`config.mk`:
```
export PLATFORM = sky130hd
export DESIGN_NAME = vfa_sqrt_stage
export DESIGN_NICKNAME = d
export VERILOG_FILES = /design/src/sv/vfa_pkg.sv /design/src/sv/vfa_sqrt_stage.sv
export SDC_FILE = /design/constraint.sdc
export NUM_CORES = 1
export LEC_CHECK = 0
export BUFFER_PORTS_ARGS = -buffer_cell sky130_fd_sc_hd__buf_2
export CAP_MARGIN = 40
export CELL_PAD_IN_SITES_DETAIL_PLACEMENT = 0
export CELL_PAD_IN_SITES_GLOBAL_PLACEMENT = 1
export CORE_AREA = 2 2 359 361
export DETAILED_ROUTE_END_ITERATION = 8
export DIE_AREA = 0 0 361 363
export GPL_TIMING_DRIVEN = 0
export PLACE_DENSITY = 0.38
export SLEW_MARGIN = 20
export SYNTH_ARGS = -nofsm -noshare
export SYNTH_HDL_FRONTEND = slang
export SYNTH_SLANG_ARGS = --single-unit
```
`constraint.sdc`:
```
create_clock -name clk -period 0.8 [get_ports clk]
set_clock_uncertainty 0.05 [all_clocks]
set_input_delay 0.16 -clock clk [delete_from_list [all_inputs] [get_ports clk]]
set_output_delay 0.16 -clock clk [all_outputs]
set_load 0.03 [all_outputs]
```
`src/sv/vfa_pkg.sv`:
```
// ----------------------------------------------------------------------------
// vfa_pkg
// Shared widths, opcodes, fault codes, pipeline records and the saturation
// helper for the 3D vector fixed point ALU.
// ----------------------------------------------------------------------------
`timescale 1ns / 1ps
`default_nettype none

package vfa_pkg;

    localparam int WORD_BITS = 32;
    localparam int FRAC_BITS = 16;
    localparam int PROD_BITS = 2 * WORD_BITS;
    localparam int SAT_BITS  = 2 * WORD_BITS + 2;
    localparam int RAD_BITS  = 2 * WORD_BITS;
    localparam int ROOT_BITS = WORD_BITS;
    localparam int SQ_STEPS  = ROOT_BITS;
    localparam int DVD_BITS  = WORD_BITS + FRAC_BITS;
    localparam int DIV_STEPS = DVD_BITS;

    typedef logic [WORD_BITS-1:0] word_t;

    localparam word_t WORD_MAX = {1'b0, {(WORD_BITS-1){1'b1}}};
    localparam word_t WORD_MIN = {1'b1, {(WORD_BITS-1){1'b0}}};

    typedef enum logic [3:0] {
        OP_ADD_S     = 4'd0,
        OP_SUB_S     = 4'd1,
        OP_MUL_S     = 4'd2,
        OP_DIV_S     = 4'd3,
        OP_ADD_V     = 4'd4,
        OP_SUB_V     = 4'd5,
        OP_MUL_V     = 4'd6,
        OP_DIV_V     = 4'd7,
        OP_NORM      = 4'd8,
        OP_NORMALIZE = 4'd9,
        OP_DOT       = 4'd10,
        OP_CROSS     = 4'd11
    } op_t;

    typedef enum logic [1:0] {
        FAULT_NONE     = 2'd0,
        FAULT_DIV_ZERO = 2'd1,
        FAULT_OVERFLOW = 2'd2
    } fault_t;

    // Operands and partial results that ride along the whole pipeline.
    typedef struct packed {
        logic [3:0]  func;
        word_t [2:0] a;
        word_t [2:0] dsr;
        word_t [2:0] r;
        word_t       rs;
        logic        ovf;
    } side_t;

    typedef struct packed {
        side_t                       side;
        logic [2:0][PROD_BITS-1:0]   p0;
        logic [2:0][PROD_BITS-1:0]   p1;
    } s1_t;

    typedef struct packed {
        side_t                       side;
        logic [2:0][PROD_BITS-1:0]   p0;
        logic [2:0][SAT_BITS-1:0]    c;
        logic [SAT_BITS-1:0]         tot;
    } s2_t;

    typedef struct packed {
        side_t                 side;
        logic [RAD_BITS-1:0]   rad;
        logic [ROOT_BITS+1:0]  rem;
        logic [ROOT_BITS-1:0]  root;
    } sq_t;

    typedef struct packed {
        side_t                     side;
        logic [2:0][DVD_BITS-1:0]  dvd;
        word_t [2:0]               rem;
        word_t [2:0]               md;
        logic [2:0]                qneg;
        logic [2:0]                dz;
        word_t [2:0]               dzval;
    } dv_t;

    typedef struct packed {
        logic  ovf;
        word_t val;
    } sat_t;

    function automatic sat_t sat_to_word(input logic signed [SAT_BITS-1:0] v);
        sat_t res;
        if (v[SAT_BITS-1:WORD_BITS-1] == {(SAT_BITS-WORD_BITS+1){v[SAT_BITS-1]}}) begin
            res.ovf = 1'b0;
            res.val = v[WORD_BITS-1:0];
        end
        else begin
            res.ovf = 1'b1;
            res.val = v[SAT_BITS-1] ? WORD_MIN : WORD_MAX;
        end
        return res;
    endfunction

endpackage

`default_nettype wire

```
`src/sv/vfa_sqrt_stage.sv`:
```
// ----------------------------------------------------------------------------
// vfa_sqrt_stage
// One registered step of the square root: retires one root bit per stage.
// ----------------------------------------------------------------------------
`timescale 1ns / 1ps
`default_nettype none

module vfa_sqrt_stage
    import vfa_pkg::*;
(
    input  wire logic clk,
    input  wire logic rst_n,
    input  wire logic en,
    input  wire logic in_v,
    input  wire sq_t  in_d,
    output logic      out_v,
    output sq_t       out_d
);

    logic out_v_reg;
    sq_t  out_d_reg;
    sq_t  out_d_next;

    logic [ROOT_BITS+3:0] work;
    logic [ROOT_BITS+3:0] trial;
    logic [ROOT_BITS+3:0] diff;
    logic                 ge;

    always_comb
    begin
        work  = {in_d.rem, in_d.rad[RAD_BITS-1:RAD_BITS-2]};
        trial = {2'b00, in_d.root, 2'b01};
        diff  = work - trial;
        ge    = (work >= trial);
        out_d_next      = in_d;
        out_d_next.rad  = {in_d.rad[RAD_BITS-3:0], 2'b00};
        out_d_next.rem  = ge ? diff[ROOT_BITS+1:0] : work[ROOT_BITS+1:0];
        out_d_next.root = {in_d.root[ROOT_BITS-2:0], ge};
    end

    always_ff @(posedge clk or negedge rst_n)
    begin
        if (!rst_n)
        begin
            out_v_reg <= 1'b0;
        end
        else if (en)
        begin
            out_v_reg <= in_v;
        end
    end

    always_ff @(posedge clk)
    begin
        if (en)
        begin
            out_d_reg <= out_d_next;
        end
    end

    assign out_v = out_v_reg;
    assign out_d = out_d_reg;

endmodule

`default_nettype wire

```
==> metrics, run 1 <==
clock buffer count from CTS=59; path type of the worst setup path=primary input to flip-flop; average routed wire per standard cell=21.5 um; RSZ-0062 raised after global routing=yes; global-route wire length before repair=116000 um; ratio of total power to cell area=2140 nW/um2; timing endpoint of the critical path=out_d[65]$_DFFE_PP_; Clk Latency, worst-skew pair=0.66 ns; maximum number of pins on one net before global-route repair=102; Port Buffer Count=912; setup violation total in the final timing report=490; Synth top cells by count=453 x edfxtp_1, 58 x nand2_1, 42 x inv_1; Die Span X=361 um; total vias in the final route=13.7k; Final Slew Violations=0; sort of element at the end of the critical path=flip-flop; total standard cell area after synthesis=16100 um2; Total Die Area=131000 um2; DR DRC count=0; number of synthesized flops with an enable pin=453; Max Clock Freq=480 MHz; CORE AREA=127000 um2; Req. time, crit path=1.19 ns; end of the worst register-to-register path=out_v$_DFFE_PN0P_; count of yosys warnings during synthesis=0; Leakage Power=13.8 nW; Synth-to-Final Area Change=111%; clock buffer depth=3; minimum setup slack among reg-to-reg paths=-0.03 ns; First DRT Iteration DRCs=669; proportion of layout cells with a drive suffix above 1=51.3%; R2R depth=1; standard cell with the maximum stage delay on the critical path=o41ai_4; peak supply drop=1.70 mV; starting density of the core=12.7%; sequential area share after synthesis=84.6%; leading cell types by total area after synthesis=edfxtp_1 84%, ha_1 2.6%, nand2_1 1.4%, o21ai_0 1.3%, inv_1 0.98%; via count of the first global-routing pass=14.9k; Largest register FFs=453; Gate Count Post-Synth=834; Critical R2R Launch=out_v$_DFFE_PN0P_; flip-flop cell with the highest count after synthesis=edfxtp_1; number of clock sinks=454; clock tree from TritonCTS=yes; total wirelength of the detailed-routed design=86900 um; result of the run=finished with violations; final critical path time including I/O delays and setup=2.08 ns; top-count cell post-synth=edfxtp_1; critical-path maximum fanout=7; number of routed nets with antenna violations=0; Tightest Pin Transition=0.610 ns; top-area cell type share of the netlist area=84.4%; Filler Cells Inserted=13.1k; violated checks=hold timing, setup timing; clk root buf=clkbuf_16; final count of hold timing violations=70; dpl hpwl=66900 um; vertical extent of the die=363 um; worst endpoint data arrival time=2.47 ns; CP max stage delay=0.35 ns; number of distinct standard cells referenced by the synthesized netlist=64; clock transition at the registers of the reported paths=0.06 ns; Vias/cell=3.40; Hold Crit Class=primary input to flip-flop; Net count, final=2808; first-pass detailed-route iteration total=4; antenna violations before repair=32; smallest hold slack=-0.224 ns; launching element type of the critical path=primary input; Placement Setup Slack=-2.60 ns; sequence of cells on the critical path=buf_8 > inv_4 > ha_4 > buf_4 > nand4_1 > nor4_4 > nand2_2 > o311ai_4 > a211oi_2 > o21a_2 > clkbuf_16 > o41ai_4; global placer's final weighted congestion=0.819; Setup Total Neg Slack=-319.98 ns; flops & latches, synth=454; syn_area_per_cell=19.3 um2; CTS HTree Levels=2; site row count=131; worst slew margin relative to its limit=59.4%; least setup slack across all paths after layout=-1.28 ns; global-route usage over all layers=12.5%; share of flip-flops with an asynchronous set or reset=0.220%; total congestion overflow after global routing=0; number of violations of the max-capacitance limit=0; share of the clock period used by the worst path=260%; area leader, netlist=edfxtp_1; critical path startpoint=in_d[3]; number of primary I/O pins=915
[critical path: cells and delay by family]
family / cells / cell delay (ns)
AO/OA/AOI/OAI: 4 / 0.93
AND/OR/NAND/NOR: 3 / 0.67
buffers and inverters: 4 / 0.43
adder cells (fa/ha/maj): 1 / 0.27
[per-layer routing]
| metal | GRT usage [%] | wire (um) |
|---|---|---|
| met1 | 13.7 | 31500 |
| met2 | 21.9 | 43700 |
| met3 | 5.01 | 8530 |
| met4 | 4.38 | 3000 |
| met5 | 0 | 171 |
[power by group]
group          internal (W)  switching, W  total [W]  leakage (nW)
registers            0.0286       0.00101     0.0296          4.44
clock network        0.0151        0.0113     0.0264         0.902
logic               0.00778       0.00909     0.0169          8.45
[stage by stage]
| stage | power [W] | cells | cell area [um2] | hold WS, ns | util, % |
|---|---|---|---|---|---|
| floorplan | 0.0358 | 835 | 16600 | -0.186 | - |
| global placement | 0.0416 | 3409 | 23200 | -0.114 | 18.3 |
| detailed placement | 0.0413 | 3414 | 23400 | -0.113 | 18.4 |
| CTS | 0.0737 | 3990 | 33200 | -0.305 | 26.1 |
| global route | 0.0758 | 4028 | 34000 | -0.274 | 26.7 |
| finish | 0.0729 | 4035 | 34000 | -0.224 | 26.8 |
[cell families (layout without fill, tap and decap cells)]
logic type | count (synthesis) | in the layout | synth area share, %
compound gates | 133 | 133 | 5.79
xor+xnor | 27 | 27 | 1.47
fa+ha+maj | 34 | 34 | 2.64
buf+inv | 59 | 1582 | 1.60
flops | 454 | 454 | 84.6
mux | 6 | 6 | 0.412
other cells | 1 | 17 | 0.0233
simple gates | 120 | 120 | 3.48
[cell usage in the layout (no fill, tap or decap), drive strengths merged, types with 20 or more instances in the layout]
cell         netlist  routed
buf                9     970
edfxtp           453     453
inv               42      45
clkinv             1      24
a21o              20      20
ha                34      34
nand2             58      58
a21oi             28      28
o21ai             46      46
clkbuf             7      79
dlygate4sd3        0     452
[worst min-delay path by stage]
stage	cells past startpoint	endpoint	from
2_1_floorplan	0	out_v$_DFFE_PN0P_	rst_n
3_3_place_gp	1	out_v$_DFFE_PN0P_	rst_n
3_5_place_dp	1	out_v$_DFFE_PN0P_	rst_n
4_1_cts	2	out_d[59]$_DFFE_PP_	in_d[57]
5_1_grt	2	out_d[59]$_DFFE_PP_	in_d[57]
6_report	2	out_d[59]$_DFFE_PP_	in_d[57]
[layout make-up]
cell class / instances / area, um2 / area share (%)
antenna: 15 / 37.5 / 0.110
buffer: 15 / 240 / 0.707
clock buffer: 68 / 1510 / 4.44
clock inverter: 36 / 372 / 1.09
inverter: 43 / 208 / 0.611
multi-input combinational: 322 / 3100 / 9.11
sequential: 454 / 13600 / 40.1
tap: 1662 / 2080 / 6.12
timing repair buffer: 1420 / 12800 / 37.7
[repair_timing]
item | in CTS | in global routing
setup buffers | 22 | 21
pin swaps | 30 | 37
endpoints found under the hold margin | 521 | 77
gates cloned | 4 | 6
endpoints found under the setup margin | 809 | 490
gates resized for setup | 978 | 114
hold buffers | 447 | 5
No activity file was read; power rests on OpenSTA's default activity.
==> run 2, diff against run 1 <==
Settings changed: GPL_TIMING_DRIVEN 0 to unset.
==> run 2 against run 1 <==
  * The run still ends with hold timing, setup timing left
  * Critical path depth down 1
  * Final area up 0.82%
  * Total power down 1.1%
  * Non-clock buffer count up 95
  * Sequential cell count unchanged
  * Clock power down 4%
  * Critical endpoint is now out_d[59]$_DFFE_PP_
==> metrics, run 2 (synthesis results as in run 1) <==
First DRT Iteration DRCs=706; power share of the clock group=35.2%; Hold Crit Class=primary input to flip-flop; CTS HTree Levels=2; final critical path time including I/O delays and setup=2.03 ns; DR DRC count=0; proportion of layout cells with a drive suffix above 1=51.7%; net switching fraction of the power=29.0%; global-route usage over all layers=12.5%; Total Die Area=131000 um2; maximum number of pins on one net before global-route repair=34; clock buffer depth=3; Clk Latency, worst-skew pair=0.63 ns; antenna violations before repair=22; switching power=0.0209 W; RSZ-0062 raised after global routing=yes; internal power=0.0512 W; cell family contributing the most delay on the critical path=compound AO/OA/AOI/OAI gates; via count of the first global-routing pass=15.2k; ratio of total power to cell area=2100 nW/um2; global-route wire length before repair=117000 um; critical path buffer and inverter count=4; Port Buffer Count=912; setup violation total in the final timing report=490; minimum setup slack among reg-to-reg paths=-0.02 ns; first-pass detailed-route iteration total=4; Req. time, crit path=1.13 ns; site row count=131; number of primary I/O pins=915; critical-path maximum fanout=6; number of routed nets with antenna violations=0; commonest non-fill, non-tap cells in the layout=453 x dlygate4sd3_1, 453 x edfxtp_1, 447 x buf_2; launching element type of the critical path=primary input; average routed wire per standard cell=20.9 um; worst endpoint data arrival time=2.36 ns; Net count, final=2901; sort of element at the end of the critical path=flip-flop; vertical extent of the die=363 um; Synth-to-Final Area Change=113%; Die Span X=361 um; Largest register FFs=453; global placer's final weighted congestion=0.810; relative contribution of sequential cells to total power=41.3%; path type of the worst setup path=primary input to flip-flop; clock transition at the registers of the reported paths=0.06 ns; violated checks=hold timing, setup timing; sequence of cells on the critical path=buf_2 > inv_6 > ha_4 > a21o_1 > o41ai_2 > buf_4 > o211ai_1 > a211oi_2 > o21a_4 > clkinv_4 > mux2_4; share of the clock period used by the worst path=253%; clk root buf=clkbuf_16; final count of hold timing violations=16; post-placement cell count=3545; Pwr Total=0.0721 W; peak supply drop=1.56 mV; standard cell with the maximum stage delay on the critical path=a211oi_2; Leakage Power=14.1 nW; clock tree from TritonCTS=yes; number of violations of the max-capacitance limit=0; result of the run=finished with violations; CORE AREA=127000 um2; total congestion overflow after global routing=0; total wirelength of the detailed-routed design=86200 um; Max Clock Freq=494 MHz; clock buffer count from CTS=57; dpl hpwl=68900 um; number of clock sinks=454; total vias in the final route=13.9k; smallest hold slack=-0.0745 ns; Vias/cell=3.38; Final Slew Violations=0; combinational power share=23.5%; CP max stage delay=0.29 ns; starting density of the core=12.7%; least setup slack across all paths after layout=-1.23 ns; post-layout instance count excluding filler cells=4119
run 2: changes by cell type in the layout (fill, tap and decap cells not counted), sizes merged:
cell	change
bufbuf	-2
bufinv	-1
buf	+107
clkinvlp	-2
dlygate4sd3	+1
inv	-2
diode	-5
clkbuf	-10
clkinv	-2
run 2: what timing repair did:
action | CTS | global route
resized for setup | 901 | 27
cloned | 3 | 0
hold buffers | 451 | 3
buffers inserted | 7 | 4
hold endpoints to repair | 494 | 46
pin swaps | 23 | 20
endpoints found under the setup margin | 490 | 493
run 2: worst paths after layout:
| check | startpoint | to | depth (start not counted) |
|---|---|---|---|
| min reg2reg | out_v$_DFFE_PN0P_ | out_v$_DFFE_PN0P_ | 1 |
| max in group asynchronous | rst_n | out_v$_DFFE_PN0P_ | 3 |
| min | in_d[57] | out_d[59]$_DFFE_PP_ | 3 |
| min in group asynchronous | rst_n | out_v$_DFFE_PN0P_ | 3 |
| max reg2reg | out_v$_DFFE_PN0P_ | out_v$_DFFE_PN0P_ | 1 |
| max | in_d[7] | out_d[59]$_DFFE_PP_ | 11 |
run 2: area by class of cell:
type	count	area (um2)
diodes	10	25.0
clock buffers	69	1490
clock inverters	29	300
fillers	13100	92800
inverters	43	193
multi-input cells	322	2780
flip-flops and latches	454	13600
well taps	1662	2080
repair buffers	1530	13800
run 2: layer usage:
metal  global-route usage [%]  vias up  wire, um
met2                     22.5      534     44200
met5                        0        -       126
met4                     3.08       20      2010
met1                     14.0     6894     33000
li1                         -     6385         -
met3                     4.61       99      6830
run 2: stage by stage:
stage | instance area [um2] | util (%) | worst slack, ns | setup TNS, ns
floorplan | 16600 | - | -1.49 | -46.81
CTS | 34100 | 26.8 | -1.20 | -344.47
finish | 34300 | 27.0 | -1.23 | -309.20
global route | 34300 | 27.0 | -1.29 | -346.65
detailed placement | 24800 | 19.5 | -2.13 | -204.58
global placement | 24800 | 19.5 | -2.10 | -204.57
run 2: power by group through the flow:
stage / sequential [W] / clock [W] / combinational (W)
2_1_floorplan: 0.0337 / 0 / 0.00206
4_1_cts: 0.0298 / 0.0263 / 0.0171
5_1_grt: 0.0300 / 0.0272 / 0.0178
3_5_place_dp: 0.0297 / 0 / 0.0127
3_3_place_gp: 0.0298 / 0 / 0.0127
6_report: 0.0298 / 0.0254 / 0.0169
==> run 3, diff against run 2 <==
Settings changed: CELL_PAD_IN_SITES_DETAIL_PLACEMENT 0 to 1, PLACE_DENSITY 0.38 to 0.39.
==> run 3 against run 2 <==
  * The run still ends with hold timing, setup timing left
  * Die area stayed put
  * Global-route usage rose by 0.22 points
  * Sequential share of layout area decreased by 0.60 points
  * Count of clock-buffer cells in the layout fell by 4
  * First-iteration DRC count increased by 0.14%
  * Sequential cell count unchanged
  * Highest routed layer unchanged
  * Critical path depth unchanged
==> metrics, run 3 (synthesis results as in run 1) <==
result of the run=finished with violations; violated checks=hold timing, setup timing; total vias in the final route=14.1k; average routed wire per standard cell=21.1 um; Leakage Power=14.3 nW; share of the clock period used by the worst path=263%; Die Span X=361 um; sort of element at the end of the critical path=flip-flop; antenna violations before repair=27; Clk Latency, worst-skew pair=0.63 ns; CTS HTree Levels=2; ratio of total power to cell area=2120 nW/um2; dpl hpwl=67500 um; first-pass detailed-route iteration total=5; CORE AREA=127000 um2; Hold Crit Class=primary input to flip-flop; worst endpoint data arrival time=2.52 ns; global placer's final weighted congestion=0.837; final critical path time including I/O delays and setup=2.11 ns; global-route wire length before repair=120000 um; total congestion overflow after global routing=0; setup violation total in the final timing report=491; least setup slack across all paths after layout=-1.31 ns; most common cell after layout, fill and taps aside=dlygate4sd3_1; launching element type of the critical path=primary input; Vias/cell=3.40; Setup Total Neg Slack=-308.43 ns; number of primary I/O pins=915; Total Die Area=131000 um2; smallest hold slack=-0.0872 ns; critical-path maximum fanout=8; global-route usage over all layers=12.8%; peak supply drop=1.47 mV; via count of the first global-routing pass=15.9k; maximum number of pins on one net before global-route repair=54; commonest non-fill, non-tap cells in the layout=454 x dlygate4sd3_1, 453 x edfxtp_1, 446 x buf_2; number of routed nets with antenna violations=0; starting density of the core=12.7%; total wirelength of the detailed-routed design=87900 um; Port Buffer Count=912; number of clock sinks=454; Filler Cells Inserted=13.8k; clock buffer count from CTS=57; number of violations of the max-capacitance limit=0; clock buffer depth=3; Largest register FFs=453; Synth-to-Final Area Change=116%; Req. time, crit path=1.22 ns; clock tree from TritonCTS=yes; Final Slew Violations=0; clock transition at the registers of the reported paths=0.06 ns; clk root buf=clkbuf_16; final count of hold timing violations=3; RSZ-0062 raised after global routing=yes; Max Clock Freq=475 MHz; site row count=131; area occupied by multi-input gates=2920 um2; vertical extent of the die=363 um; First DRT Iteration DRCs=707; path type of the worst setup path=primary input to flip-flop; DR DRC count=0; area occupied by registers=13600 um2; Net count, final=2925; proportion of layout cells with a drive suffix above 1=52.9%
## run 3: cell types whose count changed in the layout (fill, tap and decap cells not counted), sizes merged, moves of 2 or more
cell | previous run | this run
inv | 43 | 46
clkinv | 22 | 27
buf | 1077 | 1097
bufinv | 4 | 8
diode | 10 | 18
clkbuf | 69 | 67
## run 3: layer usage
metal | global-route usage (%) | share of wire [%]
met2 | 22.2 | 50
met1 | 13.5 | 36
met5 | 1.20 | 0.16
met3 | 4.92 | 8.3
met4 | 5.83 | 5.0
## run 3: worst max-delay path, cell delays in order
cell and delay [ns]:
buf_8 0.10, inv_6 0.04, ha_4 0.20, a21o_1 0.22, o41ai_4 0.36, o211ai_1 0.20, buf_4 0.20, a211oi_4 0.29
o21a_4 0.30, clkbuf_16 0.23, mux2i_1 0.21
## run 3: timing repair
| item | 4_1_cts | 5_1_grt |
|---|---|---|
| cloned | 0 | 4 |
| buffers inserted | 13 | 7 |
| pin swaps | 39 | 23 |
| endpoints found under the setup margin | 490 | 491 |
| hold buffers | 452 | 3 |
| resized for setup | 908 | 49 |
| hold endpoints to repair | 464 | 14 |
## run 3: final timing paths
| check | from | end | slack (ns) | depth (start not counted) |
|---|---|---|---|---|
| worst min-delay path | in_d[57] | out_d[59]$_DFFE_PP_ | -0.09 | 3 |
| min in group asynchronous | rst_n | out_v$_DFFE_PN0P_ | 0.35 | 3 |
| worst min register to register | out_v$_DFFE_PN0P_ | out_v$_DFFE_PN0P_ | 0.50 | 1 |
| worst max-delay path | in_d[7] | out_d[33]$_DFFE_PP_ | -1.31 | 11 |
| worst max register to register | out_v$_DFFE_PN0P_ | out_v$_DFFE_PN0P_ | -0.04 | 1 |
| max in group asynchronous | rst_n | out_v$_DFFE_PN0P_ | 0.23 | 3 |
## run 3: report_power, final
| part | switching, W | internal, W | total [W] |
|---|---|---|---|
| Clock | 0.0110 | 0.0157 | 0.0267 |
| Combinational | 0.00904 | 0.00830 | 0.0173 |
| Sequential | 0.00116 | 0.0286 | 0.0298 |
## run 3: stage by stage
step | util, % | area [um2] | worst slack (ns) | total power, W | instances
final | 27.4 | 34800 | -1.31 | 0.0738 | 4158
after global routing | 27.4 | 34800 | -1.33 | 0.0767 | 4153
after CTS | 27.1 | 34400 | -1.24 | 0.0747 | 4128
after detailed placement | 19.7 | 25000 | -2.27 | 0.0425 | 3558
after global placement | 19.7 | 25000 | -2.14 | 0.0425 | 3558
after floorplan | - | 16600 | -1.49 | 0.0358 | 835
## run 3: final cells by class
type / instances / area share, %
clock buffer: 65 / 4.19
multi-input combinational: 323 / 8.40
sequential: 454 / 39.2
antenna: 18 / 0.129
inverter: 43 / 0.550
clock inverter: 40 / 1.28
timing repair buffer: 1553 / 40.3
tap: 1662 / 5.98
