## config.mk

```make
export PLATFORM = sky130hd
export DESIGN_NAME = vfa_div_stage
export DESIGN_NICKNAME = d
export VERILOG_FILES = /design/src/sv/vfa_pkg.sv /design/src/sv/vfa_div_stage.sv
export SDC_FILE = /design/constraint.sdc
export NUM_CORES = 1
export LEC_CHECK = 0
export ABC_AREA = 1
export BUFFER_PORTS_ARGS = -buffer_cell sky130_fd_sc_hd__buf_4
export CORE_AREA = 2 2 597 599
export DETAILED_ROUTE_END_ITERATION = 12
export DIE_AREA = 0 0 599 601
export PLACE_DENSITY = 0.3
export SLEW_MARGIN = 20
export SYNTH_ARGS = -nofsm -noshare
export SYNTH_HDL_FRONTEND = slang
export SYNTH_SLANG_ARGS = --single-unit
```

## constraint.sdc

```tcl
create_clock -name clk -period 1.7 [get_ports clk]
set_input_delay 0.255 -clock clk [delete_from_list [all_inputs] [get_ports clk]]
set_output_delay 0.255 -clock clk [all_outputs]
set_load 0.01 [all_outputs]
```

## src/sv/vfa_pkg.sv

```systemverilog
// ----------------------------------------------------------------------------
// vfa_pkg
// Shared widths, opcodes, fault codes, pipeline records and the saturation
// helper for the 3D vector fixed point ALU.
// ----------------------------------------------------------------------------
`timescale 1ns / 1ps
`default_nettype none

package vfa_pkg;

    localparam int WORD_BITS = 32;
    localparam int FRAC_BITS = 16;
    localparam int PROD_BITS = 2 * WORD_BITS;
    localparam int SAT_BITS  = 2 * WORD_BITS + 2;
    localparam int RAD_BITS  = 2 * WORD_BITS;
    localparam int ROOT_BITS = WORD_BITS;
    localparam int SQ_STEPS  = ROOT_BITS;
    localparam int DVD_BITS  = WORD_BITS + FRAC_BITS;
    localparam int DIV_STEPS = DVD_BITS;

    typedef logic [WORD_BITS-1:0] word_t;

    localparam word_t WORD_MAX = {1'b0, {(WORD_BITS-1){1'b1}}};
    localparam word_t WORD_MIN = {1'b1, {(WORD_BITS-1){1'b0}}};

    typedef enum logic [3:0] {
        OP_ADD_S     = 4'd0,
        OP_SUB_S     = 4'd1,
        OP_MUL_S     = 4'd2,
        OP_DIV_S     = 4'd3,
        OP_ADD_V     = 4'd4,
        OP_SUB_V     = 4'd5,
        OP_MUL_V     = 4'd6,
        OP_DIV_V     = 4'd7,
        OP_NORM      = 4'd8,
        OP_NORMALIZE = 4'd9,
        OP_DOT       = 4'd10,
        OP_CROSS     = 4'd11
    } op_t;

    typedef enum logic [1:0] {
        FAULT_NONE     = 2'd0,
        FAULT_DIV_ZERO = 2'd1,
        FAULT_OVERFLOW = 2'd2
    } fault_t;

    // Operands and partial results that ride along the whole pipeline.
    typedef struct packed {
        logic [3:0]  func;
        word_t [2:0] a;
        word_t [2:0] dsr;
        word_t [2:0] r;
        word_t       rs;
        logic        ovf;
    } side_t;

    typedef struct packed {
        side_t                       side;
        logic [2:0][PROD_BITS-1:0]   p0;
        logic [2:0][PROD_BITS-1:0]   p1;
    } s1_t;

    typedef struct packed {
        side_t                       side;
        logic [2:0][PROD_BITS-1:0]   p0;
        logic [2:0][SAT_BITS-1:0]    c;
        logic [SAT_BITS-1:0]         tot;
    } s2_t;

    typedef struct packed {
        side_t                 side;
        logic [RAD_BITS-1:0]   rad;
        logic [ROOT_BITS+1:0]  rem;
        logic [ROOT_BITS-1:0]  root;
    } sq_t;

    typedef struct packed {
        side_t                     side;
        logic [2:0][DVD_BITS-1:0]  dvd;
        word_t [2:0]               rem;
        word_t [2:0]               md;
        logic [2:0]                qneg;
        logic [2:0]                dz;
        word_t [2:0]               dzval;
    } dv_t;

    typedef struct packed {
        logic  ovf;
        word_t val;
    } sat_t;

    function automatic sat_t sat_to_word(input logic signed [SAT_BITS-1:0] v);
        sat_t res;
        if (v[SAT_BITS-1:WORD_BITS-1] == {(SAT_BITS-WORD_BITS+1){v[SAT_BITS-1]}}) begin
            res.ovf = 1'b0;
            res.val = v[WORD_BITS-1:0];
        end
        else begin
            res.ovf = 1'b1;
            res.val = v[SAT_BITS-1] ? WORD_MIN : WORD_MAX;
        end
        return res;
    endfunction

endpackage

`default_nettype wire

```

## src/sv/vfa_div_stage.sv

```systemverilog
// ----------------------------------------------------------------------------
// vfa_div_stage
// One registered restoring division step for all three lanes: one quotient
// bit per lane per stage.
// ----------------------------------------------------------------------------
`timescale 1ns / 1ps
`default_nettype none

module vfa_div_stage
    import vfa_pkg::*;
(
    input  wire logic clk,
    input  wire logic rst_n,
    input  wire logic en,
    input  wire logic in_v,
    input  wire dv_t  in_d,
    output logic      out_v,
    output dv_t       out_d
);

    logic out_v_reg;
    dv_t  out_d_reg;
    dv_t  out_d_next;

    logic [WORD_BITS:0] work [3];
    logic [WORD_BITS:0] diff [3];
    logic [2:0]         ge;

    always_comb
    begin
        out_d_next = in_d;
        for (int k = 0; k < 3; k++)
        begin
            work[k] = {in_d.rem[k], in_d.dvd[k][DVD_BITS-1]};
            diff[k] = work[k] - {1'b0, in_d.md[k]};
            ge[k]   = (work[k] >= {1'b0, in_d.md[k]});
            out_d_next.rem[k] = ge[k] ? diff[k][WORD_BITS-1:0] : work[k][WORD_BITS-1:0];
            out_d_next.dvd[k] = {in_d.dvd[k][DVD_BITS-2:0], ge[k]};
        end
    end

    always_ff @(posedge clk or negedge rst_n)
    begin
        if (!rst_n)
        begin
            out_v_reg <= 1'b0;
        end
        else if (en)
        begin
            out_v_reg <= in_v;
        end
    end

    always_ff @(posedge clk)
    begin
        if (en)
        begin
            out_d_reg <= out_d_next;
        end
    end

    assign out_v = out_v_reg;
    assign out_d = out_d_reg;

endmodule

`default_nettype wire

```

==> impl_metrics.py, run 1 <==
metrics = {
    "drt": {
        "dr.pass1.iters": 5,
        "wl_um": 270000,
        "drc": 0,
        "vias": 31932,
        "drt_iter0_markers": 1682,
        "routed_via_density": 3.06,
        "wl_per_cell_um": 25.9,
        "drtAntennaViolNets": 0,
    },
    "logic_synthesis": {
        "yosysSeqAreaShare_pct": 70.9,
        "synth_edf_count": 763,
        "yosysTopAreaCell": "edfxtp_1",
        "syn-num-nets": 3633,
        "avgSynthCellArea_um2": 11.7,
        "synth_ff_type": "edfxtp_1",
        "synthesis.area_mm2": 0.0324,
        "ys_types": 34,
        "ys_seq_elements": 764,
        "synth_top_family_by_area": "simple AND/OR/NAND/NOR gates",
        "muxShareOfSynthArea_pct": 0.0348,
        "yosys.area_share.simple_pct": 16.9,
        "synth_compound_area_share_pct": 1.11,
        "yosysWarnings": 0,
        "synth_fa_ha_area_share_pct": 3.90,
        "synth_xor_area_share_pct": 1.14,
        "synth_top_area_share_pct": 70.8,
        "synth_area_leaders": "edfxtp_1, nand2_1, inv_1",
        "postSynth.asyncResetShare_pct": 0.131,
        "syn_inst": 2767,
    },
    "sta": {
        "final.setup.worst_slack_ns": -0.198,
        "fmax_mhz": 527,
        "rsz0062_at_grt": "true",
        "final-hold-violation-count": 5,
        "tightest_slew_ns": 0.512,
        "drv_slew": 0,
        "setup-violations-final": 153,
        "whs_ns": -0.252,
        "relSlewSlack_pct": 65.9,
        "min_period_ns": 1.90,
        "fin_crit_sh_pct": 112,
        "clock_skew_ns": 0,
    },
    "worst_setup_path": {
        "critPathSlowestCell": "dlygate4sd3_1",
        "cp-end-kind": "register",
        "worstPathArrival_ns": 2.55,
        "cp_cell_sequence": "buf_4, dlygate4sd3_1, ha_4, nand2_2, nor2_1, nand2_1, nand2_1, inv_1, nand2_2, nand2_4, nand2_8, buf_12, nand3_1, nand2_1",
        "cp.required_ns": 2.35,
        "cp_num_buf_inv": 4,
        "critical-path-max-stage-delay_ns": 0.59,
        "rr_worst_depth": 1,
        "critPathMaxFanout": 7,
        "r2r_slack_ns": 0.92,
        "cp_common_cell": "nand2_1",
        "critical_path_class": "primary input to register",
        "critPathLaunchType": "primary input",
        "cp.depth": 14,
        "path_delay_family": "simple AND/OR/NAND/NOR gates",
    },
    "power": {
        "report.power.total_uw": 62900,
        "p_clk_share_pct": 37.6,
        "pwr-share-seq_pct": 37.8,
        "intPower_uw": 44000,
        "switching_share_pct": 30.1,
        "vdd.ir_drop.worst_v": 0.000775,
        "p_sw_uw": 18900,
        "cellLeakagePower_uw": 0.0297,
        "pwr-share-comb_pct": 24.6,
        "powerDensity_mw_per_mm2": 914,
    },
    "layout": {
        "nets": 6455,
        "finalNonFillerCells": 10443,
        "n_fill_cell": 39242,
        "largest_register_ffs": 763,
        "areaGrowthSynthToFinish_pct": 113,
        "final_cell_area_mm2": 0.0689,
        "drive_above_1_share_pct": 42.7,
        "register_area_mm2": 0.0229,
        "multi_input_area_mm2": 0.00917,
    },
    "global_routing": {
        "grt_usage_pct": 14.4,
        "grt_pass1_vias": 34044,
        "antenna_found_initial": 99,
        "grt_max_degree": 52,
        "grt.overflow.total": 0,
        "grt_pass1_wl_um": 341000,
    },
    "clock_tree": {
        "root_buffer": "clkbuf_16",
        "clkLatencyLatePin_ns": 0.84,
        "cts.path.max_buffers": 4,
        "htreeDepth": 3,
        "cts_tree": "done",
        "path_clk_slew_ns": 0.06,
        "cts_buffers": 110,
        "clock-sinks": 764,
    },
    "floorplanning": {
        "core_mm2": 0.354,
        "num_rows": 219,
        "die_w_um": 599,
        "ios": 1531,
        "die_h_um": 601,
        "die-area_mm2": 0.360,
        "start_util_pct": 9.14,
    },
    "placement": {
        "hpwl_um": 229000,
        "placedInstanceArea_mm2": 0.0548,
        "placed_cells": 9445,
        "port_buffers": 1530,
        "globalplace.congestion": 0.854,
        "dp_slack_ns": -0.856,
    },
    "run_status": {
        "violations": "hold timing, setup timing",
        "status": "finished with violations",
    },
    "job": {
        "max-cap-violations": 0,
    },
    "min_path": {
        "hold_path_depth": 3,
        "hold_class": "primary input to register",
    },
}
==> cell families (layout without fill, tap and decap cells) <==
group,after synthesis,count (layout)
buffers and inverters,500,3400
xor gates and xnor gates,42,42
and+or+nand+nor,1292,1294
other,0,23
AOI/OAI and AO/OA,69,69
DFF,764,764
adders and majority gates,99,99
muxes,1,1
==> area by class of cell <==
| type | instances | area share, % |
|---|---|---|
| flip-flops and latches | 764 | 33.3 |
| clock inverters | 67 | 1.06 |
| diodes | 23 | 0.0836 |
| clock buffers | 125 | 4.08 |
| inverters | 471 | 2.63 |
| well taps | 4751 | 8.63 |
| multi-input cells | 1505 | 13.3 |
| repair buffers | 2737 | 36.9 |
==> metal layers <==
| layer | vias up | global-route usage (%) | share of wire, % |
|---|---|---|---|
| met2 | 1118 | 27.1 | 53 |
| met5 | - | 0 | 0.081 |
| met1 | 15677 | 15.2 | 36 |
| met4 | 34 | 4.17 | 3.2 |
| met3 | 294 | 4.48 | 7.5 |
| li1 | 14809 | - | - |
==> synthesized netlist by cell type (12+ instances only) <==
master / instances
nor2_1: 112
buf_2: 17
nor3_1: 21
inv_1: 463
xor2_1: 39
and2_1: 15
nand3_1: 179
ha_1: 96
nand3b_1: 12
nand3_2: 14
nand2_1: 895
nor2_2: 14
a21oi_1: 61
edfxtp_1: 763
==> final timing paths <==
kind / from / end
worst max-delay path: in_d[244] / out_d[256]
worst min-delay path: in_d[267] / out_d[268]
worst max register to register: out_v / out_v
worst min register to register: out_v / out_v
max in group asynchronous: rst_n / out_v
min in group asynchronous: rst_n / out_v
==> power groups by stage <==
stage          combinational, uW  clock, uW  sequential (uW)
3_3_place_gp               13300          0            23900
4_1_cts                    15700      24800            23800
6_report                   15500      23600            23800
2_1_floorplan               3020          0            24400
5_1_grt                    16600      25300            23900
3_5_place_dp               13200          0            23900
==> per-stage QoR <==
step	util (%)	TNS, ns	hold WS (ns)
global placement	15.5	-71.37	0.0309
floorplan	-	-5.15	-0.0406
CTS	19.3	-56.95	-0.373
finish	19.5	-11.55	-0.252
detailed placement	15.5	-69.41	0.0329
global route	19.4	-35.87	-0.336
==> timing repair <==
action	in CTS	in global routing
setup buffers	0	9
resized for setup	603	85
gates cloned	0	6
setup endpoints to repair	624	623
pin swaps	0	11
hold endpoints to repair	811	36
hold buffers	760	37
==> layout by cell type (no fill, tap or decap), drive strengths merged, types with 2 or more instances in the layout <==
cell type | Yosys | routed
xnor2 | 3 | 3
nor3 | 24 | 24
and2 | 15 | 15
clkinvlp | 0 | 11
ha | 96 | 96
o21ai | 3 | 3
buf | 29 | 1965
nand2 | 908 | 910
nand4 | 8 | 8
clkinv | 0 | 39
inv | 471 | 476
nor2 | 128 | 128
clkbuf | 0 | 129
bufinv | 0 | 12
diode | 0 | 23
edfxtp | 763 | 763
nand3 | 193 | 193
o21bai | 5 | 5
a21oi | 61 | 61
or2 | 2 | 2
fa | 3 | 3
xor2 | 39 | 39
dlygate4sd3 | 0 | 768
nand3b | 13 | 13
Power figures use the tool's default switching activity.
==> run 2, diff against run 1 <==
--- a/config.mk
+++ b/config.mk
@@ -10,6 +10,7 @@
 export CORE_AREA = 2 2 597 599
 export DETAILED_ROUTE_END_ITERATION = 12
 export DIE_AREA = 0 0 599 601
+export MAX_ROUTING_LAYER = met4
 export PLACE_DENSITY = 0.3
 export SLEW_MARGIN = 20
 export SYNTH_ARGS = -nofsm -noshare
==> impl_metrics.py, run 2 (same netlist as run 1, synthesis figures left out) <==
metrics = {
    "run_status": {
        "status": "finished with violations",
        "violations": "hold timing, setup timing",
    },
    "sta": {
        "clock_skew_ns": 0,
        "fmax_mhz": 528,
        "relSlewSlack_pct": 71.1,
        "fin_crit_sh_pct": 111,
        "min_period_ns": 1.89,
        "drv_slew": 0,
        "rsz0062_at_grt": "true",
        "tightest_slew_ns": 0.434,
        "whs_ns": -0.263,
        "final-hold-violation-count": 6,
        "setup-violations-final": 129,
        "final.setup.worst_slack_ns": -0.195,
    },
    "floorplanning": {
        "start_util_pct": 9.14,
        "die_h_um": 601,
        "num_rows": 219,
        "die_w_um": 599,
        "ios": 1531,
        "die-area_mm2": 0.360,
        "core_mm2": 0.354,
    },
    "drt": {
        "drt_iter0_markers": 1582,
        "dr.pass1.iters": 5,
        "drc": 0,
        "routed_via_density": 3.05,
        "vias": 31922,
        "wl_um": 270000,
        "wl_per_cell_um": 25.8,
        "drtAntennaViolNets": 0,
    },
    "clock_tree": {
        "htreeDepth": 3,
        "clkLatencyLatePin_ns": 0.83,
        "cts_buffers": 111,
        "root_buffer": "clkbuf_16",
        "path_clk_slew_ns": 0.07,
        "cts.path.max_buffers": 4,
        "clock-sinks": 764,
        "cts_tree": "done",
    },
    "worst_setup_path": {
        "cp.required_ns": 1.44,
        "path_delay_family": "flip-flops",
        "rr_worst_depth": 1,
        "critPathMaxFanout": 1,
        "worstPathArrival_ns": 1.64,
        "critical_path_class": "register to output port",
        "cp_num_buf_inv": 1,
        "cp-end-kind": "output port",
        "critPathLaunchType": "register",
        "critPathSlowestCell": "edfxtp_1",
        "r2r_slack_ns": 0.94,
        "critical-path-max-stage-delay_ns": 0.58,
        "reg2reg_from": "out_v",
        "reg2reg_to": "out_v",
        "cp_cell_sequence": "buf_6",
    },
    "power": {
        "cellLeakagePower_uw": 0.0298,
        "powerDensity_mw_per_mm2": 917,
        "intPower_uw": 44600,
        "p_clk_share_pct": 38.1,
        "p_sw_uw": 18800,
        "pwr-share-comb_pct": 24.5,
        "switching_share_pct": 29.7,
        "vdd.ir_drop.worst_v": 0.000768,
        "pwr-share-seq_pct": 37.5,
    },
    "global_routing": {
        "antenna_found_initial": 78,
        "grt_pass1_wl_um": 341000,
        "grt_usage_pct": 14.9,
        "grt_pass1_vias": 34057,
        "grt.overflow.total": 0,
        "grt_max_degree": 57,
    },
    "layout": {
        "final_cell_mix": "buf_4, nand2_1, dlygate4sd3_1",
        "largest_register_ffs": 763,
        "drive_above_1_share_pct": 42.2,
        "final_common_cell": "buf_4",
        "fin_util_pct": 19.6,
        "final_cell_area_mm2": 0.0692,
        "areaGrowthSynthToFinish_pct": 114,
        "nets": 6456,
    },
    "min_path": {
        "hp-start": "in_d[280]",
        "hold_path_depth": 3,
        "hold_class": "primary input to register",
        "min_to": "out_d[281]",
    },
    "placement": {
        "dp_slack_ns": -0.953,
        "hpwl_um": 229000,
        "port_buffers": 1530,
        "globalplace.congestion": 0.866,
        "placedInstanceArea_mm2": 0.0548,
    },
    "job": {
        "max-cap-violations": 0,
    },
}
run 2: tightest hold or removal path: stages:
cell,delay (ns)
buf_4,0.10
nand3_1,0.07
nand2_1,0.06
run 2: power by group through the flow:
stage | Clock (uW) | Sequential (uW) | Combinational [uW]
2_1_floorplan | 0 | 24400 | 3020
3_3_place_gp | 0 | 23900 | 13400
3_5_place_dp | 0 | 23900 | 13300
4_1_cts | 25300 | 23800 | 15900
5_1_grt | 25800 | 23900 | 16600
6_report | 24200 | 23800 | 15500
run 2: per-layer routing:
metal	wire, um	global-route usage [%]
met5	0	-
met4	9610	4.59
met3	22000	4.86
met2	142000	27.1
met1	96500	14.8
run 2: final cells by class:
| cell class | count | area [um^2] |
|---|---|---|
| antenna | 32 | 80.1 |
| clock buffer | 130 | 2860 |
| clock inverter | 64 | 785 |
| fill | 39051 | 285000 |
| inverter | 471 | 1810 |
| multi-input combinational | 1504 | 9090 |
| sequential | 764 | 22900 |
| tap | 4751 | 5940 |
| timing repair buffer | 2738 | 25700 |
run 2: what timing repair did:
item / 4_1_cts / 5_1_grt
hold endpoints to repair: 893 / 28
hold buffers: 774 / 22
setup endpoints to repair: 717 / 675
pin swaps: 0 / 15
cloned: 0 / 5
buffers inserted: 0 / 5
gates resized for setup: 675 / 62
run 2: worst max path at each step:
stage                     cells after the start       start         end  slack [ns]
after CTS                                     1  out_d[498]  out_d[498]       -0.32
after global placement                       12   in_d[174]  out_d[271]       -0.95
after global routing                          1  out_d[498]  out_d[498]       -0.26
after detailed placement                     12   in_d[174]  out_d[271]       -0.95
after floorplan                              12   in_d[120]  out_d[217]       -0.11
final                                         1   out_d[60]   out_d[60]       -0.19
run 2: metrics by stage:
stage	power [uW]	hold slack, ns	instances	setup TNS [ns]
3_5_place_dp	37200	0.0311	9443	-71.33
4_1_cts	65000	-0.348	10411	-70.43
6_report	63500	-0.263	10454	-7.16
2_1_floorplan	27400	-0.0406	2767	-5.15
5_1_grt	66400	-0.315	10443	-34.36
3_3_place_gp	37300	0.0310	9443	-72.17
==> run 3, diff against run 2 <==
--- a/config.mk
+++ b/config.mk
@@ -7,11 +7,13 @@
 export LEC_CHECK = 0
 export ABC_AREA = 1
 export BUFFER_PORTS_ARGS = -buffer_cell sky130_fd_sc_hd__buf_4
+export CELL_PAD_IN_SITES_DETAIL_PLACEMENT = 1
+export CELL_PAD_IN_SITES_GLOBAL_PLACEMENT = 1
 export CORE_AREA = 2 2 597 599
 export DETAILED_ROUTE_END_ITERATION = 12
 export DIE_AREA = 0 0 599 601
-export MAX_ROUTING_LAYER = met4
-export PLACE_DENSITY = 0.3
+export PLACE_DENSITY = 0.31
+export SKIP_CTS_REPAIR_TIMING = 1
 export SLEW_MARGIN = 20
 export SYNTH_ARGS = -nofsm -noshare
 export SYNTH_HDL_FRONTEND = slang
==> impl_metrics.py, run 3 (same netlist as run 1, synthesis figures left out) <==
metrics = {
    "sta": {
        "final.setup.worst_slack_ns": -0.151,
        "relSlewSlack_pct": 68.7,
        "drv_slew": 0,
        "rsz0062_at_grt": "true",
        "fmax_mhz": 540,
        "min_period_ns": 1.85,
        "tns_ns": -2.10,
        "whs_ns": -0.251,
        "tightest_slew_ns": 0.470,
        "setup-violations-final": 36,
        "final-hold-violation-count": 11,
        "clock_skew_ns": 0,
        "fin_crit_sh_pct": 109,
    },
    "worst_setup_path": {
        "r2r_slack_ns": 0.93,
        "critPathSlowestCell": "edfxtp_1",
        "critical-path-max-stage-delay_ns": 0.55,
        "path_delay_family": "flip-flops",
        "cp_cell_sequence": "buf_6",
        "cp.required_ns": 1.44,
        "rr_worst_depth": 1,
        "reg2reg_from": "out_v",
        "reg2reg_to": "out_v",
        "critPathMaxFanout": 1,
        "cp_num_buf_inv": 1,
        "worstPathArrival_ns": 1.60,
        "cp-end-kind": "output port",
        "critical_path_class": "register to output port",
        "critPathLaunchType": "register",
    },
    "drt": {
        "dr.pass1.iters": 4,
        "wl_per_cell_um": 24.1,
        "drt_iter0_markers": 1215,
        "routed_via_density": 3.01,
        "vias": 31538,
        "drc": 0,
        "drtAntennaViolNets": 0,
        "wl_um": 253000,
    },
    "clock_tree": {
        "cts_buffers": 111,
        "cts_tree": "done",
        "clock-sinks": 764,
        "htreeDepth": 3,
        "root_buffer": "clkbuf_16",
        "cts.path.max_buffers": 4,
        "path_clk_slew_ns": 0.05,
        "clkLatencyLatePin_ns": 0.83,
    },
    "layout": {
        "multi_input_area_mm2": 0.00894,
        "final_cell_mix": "buf_4, nand2_1, edfxtp_1",
        "n_fill_cell": 40577,
        "largest_register_ffs": 763,
        "drive_above_1_share_pct": 42.0,
        "register_area_mm2": 0.0229,
        "areaGrowthSynthToFinish_pct": 110,
        "final_common_cell": "buf_4",
        "nets": 6448,
    },
    "run_status": {
        "violations": "hold timing, setup timing",
        "status": "finished with violations",
    },
    "floorplanning": {
        "die-area_mm2": 0.360,
        "die_h_um": 601,
        "num_rows": 219,
        "core_mm2": 0.354,
        "start_util_pct": 9.14,
        "ios": 1531,
        "die_w_um": 599,
    },
    "min_path": {
        "hp-start": "in_d[273]",
        "hold_path_depth": 3,
        "min_to": "out_d[274]",
        "hold_class": "primary input to register",
    },
    "placement": {
        "globalplace.congestion": 0.785,
        "hpwl_um": 214000,
        "port_buffers": 1530,
        "dp_slack_ns": -1.04,
    },
    "power": {
        "vdd.ir_drop.worst_v": 0.000788,
        "pwr-share-comb_pct": 24.4,
        "intPower_uw": 43000,
        "report.power.total_uw": 61200,
        "p_sw_uw": 18200,
        "switching_share_pct": 29.7,
        "p_clk_share_pct": 37.1,
        "pwr-share-seq_pct": 38.5,
        "powerDensity_mw_per_mm2": 899,
        "cellLeakagePower_uw": 0.0294,
    },
    "global_routing": {
        "grt_usage_pct": 13.3,
        "antenna_found_initial": 114,
        "grt_max_degree": 62,
        "grt.overflow.total": 0,
        "grt_pass1_wl_um": 315000,
        "grt_pass1_vias": 31217,
    },
    "job": {
        "max-cap-violations": 0,
    },
}
[run 3: cell count changes in the layout (fill, tap and decap cells not counted), moves of 12 or more]
cell,change
dlygate4sd3_1,-21
buf_6,-203
buf_4,+209
buf_12,+13
nand2_1,+12
diode_2,+18
[run 3: worst max path at each step]
| stage | depth (start not counted) | end | startpoint |
|---|---|---|---|
| 4_1_cts | 1 | out_d[658] | out_d[658] |
| 2_1_floorplan | 12 | out_d[217] | in_d[120] |
| 3_5_place_dp | 16 | out_d[247] | in_d[164] |
| 6_report | 1 | out_d[368] | out_d[368] |
| 5_1_grt | 1 | out_d[368] | out_d[368] |
| 3_3_place_gp | 16 | out_d[247] | in_d[164] |
[run 3: routing by layer]
| metal | global-route usage [%] | wire (um) | vias up |
|---|---|---|---|
| li1 | - | - | 14838 |
| met1 | 12.0 | 86600 | 15281 |
| met2 | 26.2 | 136000 | 1018 |
| met3 | 5.54 | 18000 | 357 |
| met4 | 3.89 | 11200 | 44 |
| met5 | 0 | 289 | - |
[run 3: per-stage QoR]
step                utilization [%]  cell area (um^2)  cells
floorplan                         -             34000   2767
global placement               15.6             55100   9466
detailed placement             15.6             55100   9466
CTS                            16.5             58500   9658
global route                   19.2             68000  10451
finish                         19.2             68000  10462
[run 3: area by class of cell]
cell class | count | share of cell area [%]
tap | 4751 | 8.74
antenna | 50 | 0.184
sequential | 764 | 33.7
clock buffer | 138 | 4.23
timing repair buffer | 2731 | 36.6
inverter | 471 | 2.66
multi-input combinational | 1503 | 13.1
clock inverter | 54 | 0.712
[run 3: power by group through the flow]
stage	combinational, uW	clock, uW	sequential (uW)
CTS	13200	23900	23400
floorplan	3020	0	24400
global placement	13200	0	23800
global route	16100	24400	23700
detailed placement	13200	0	23800
finish	14900	22700	23600
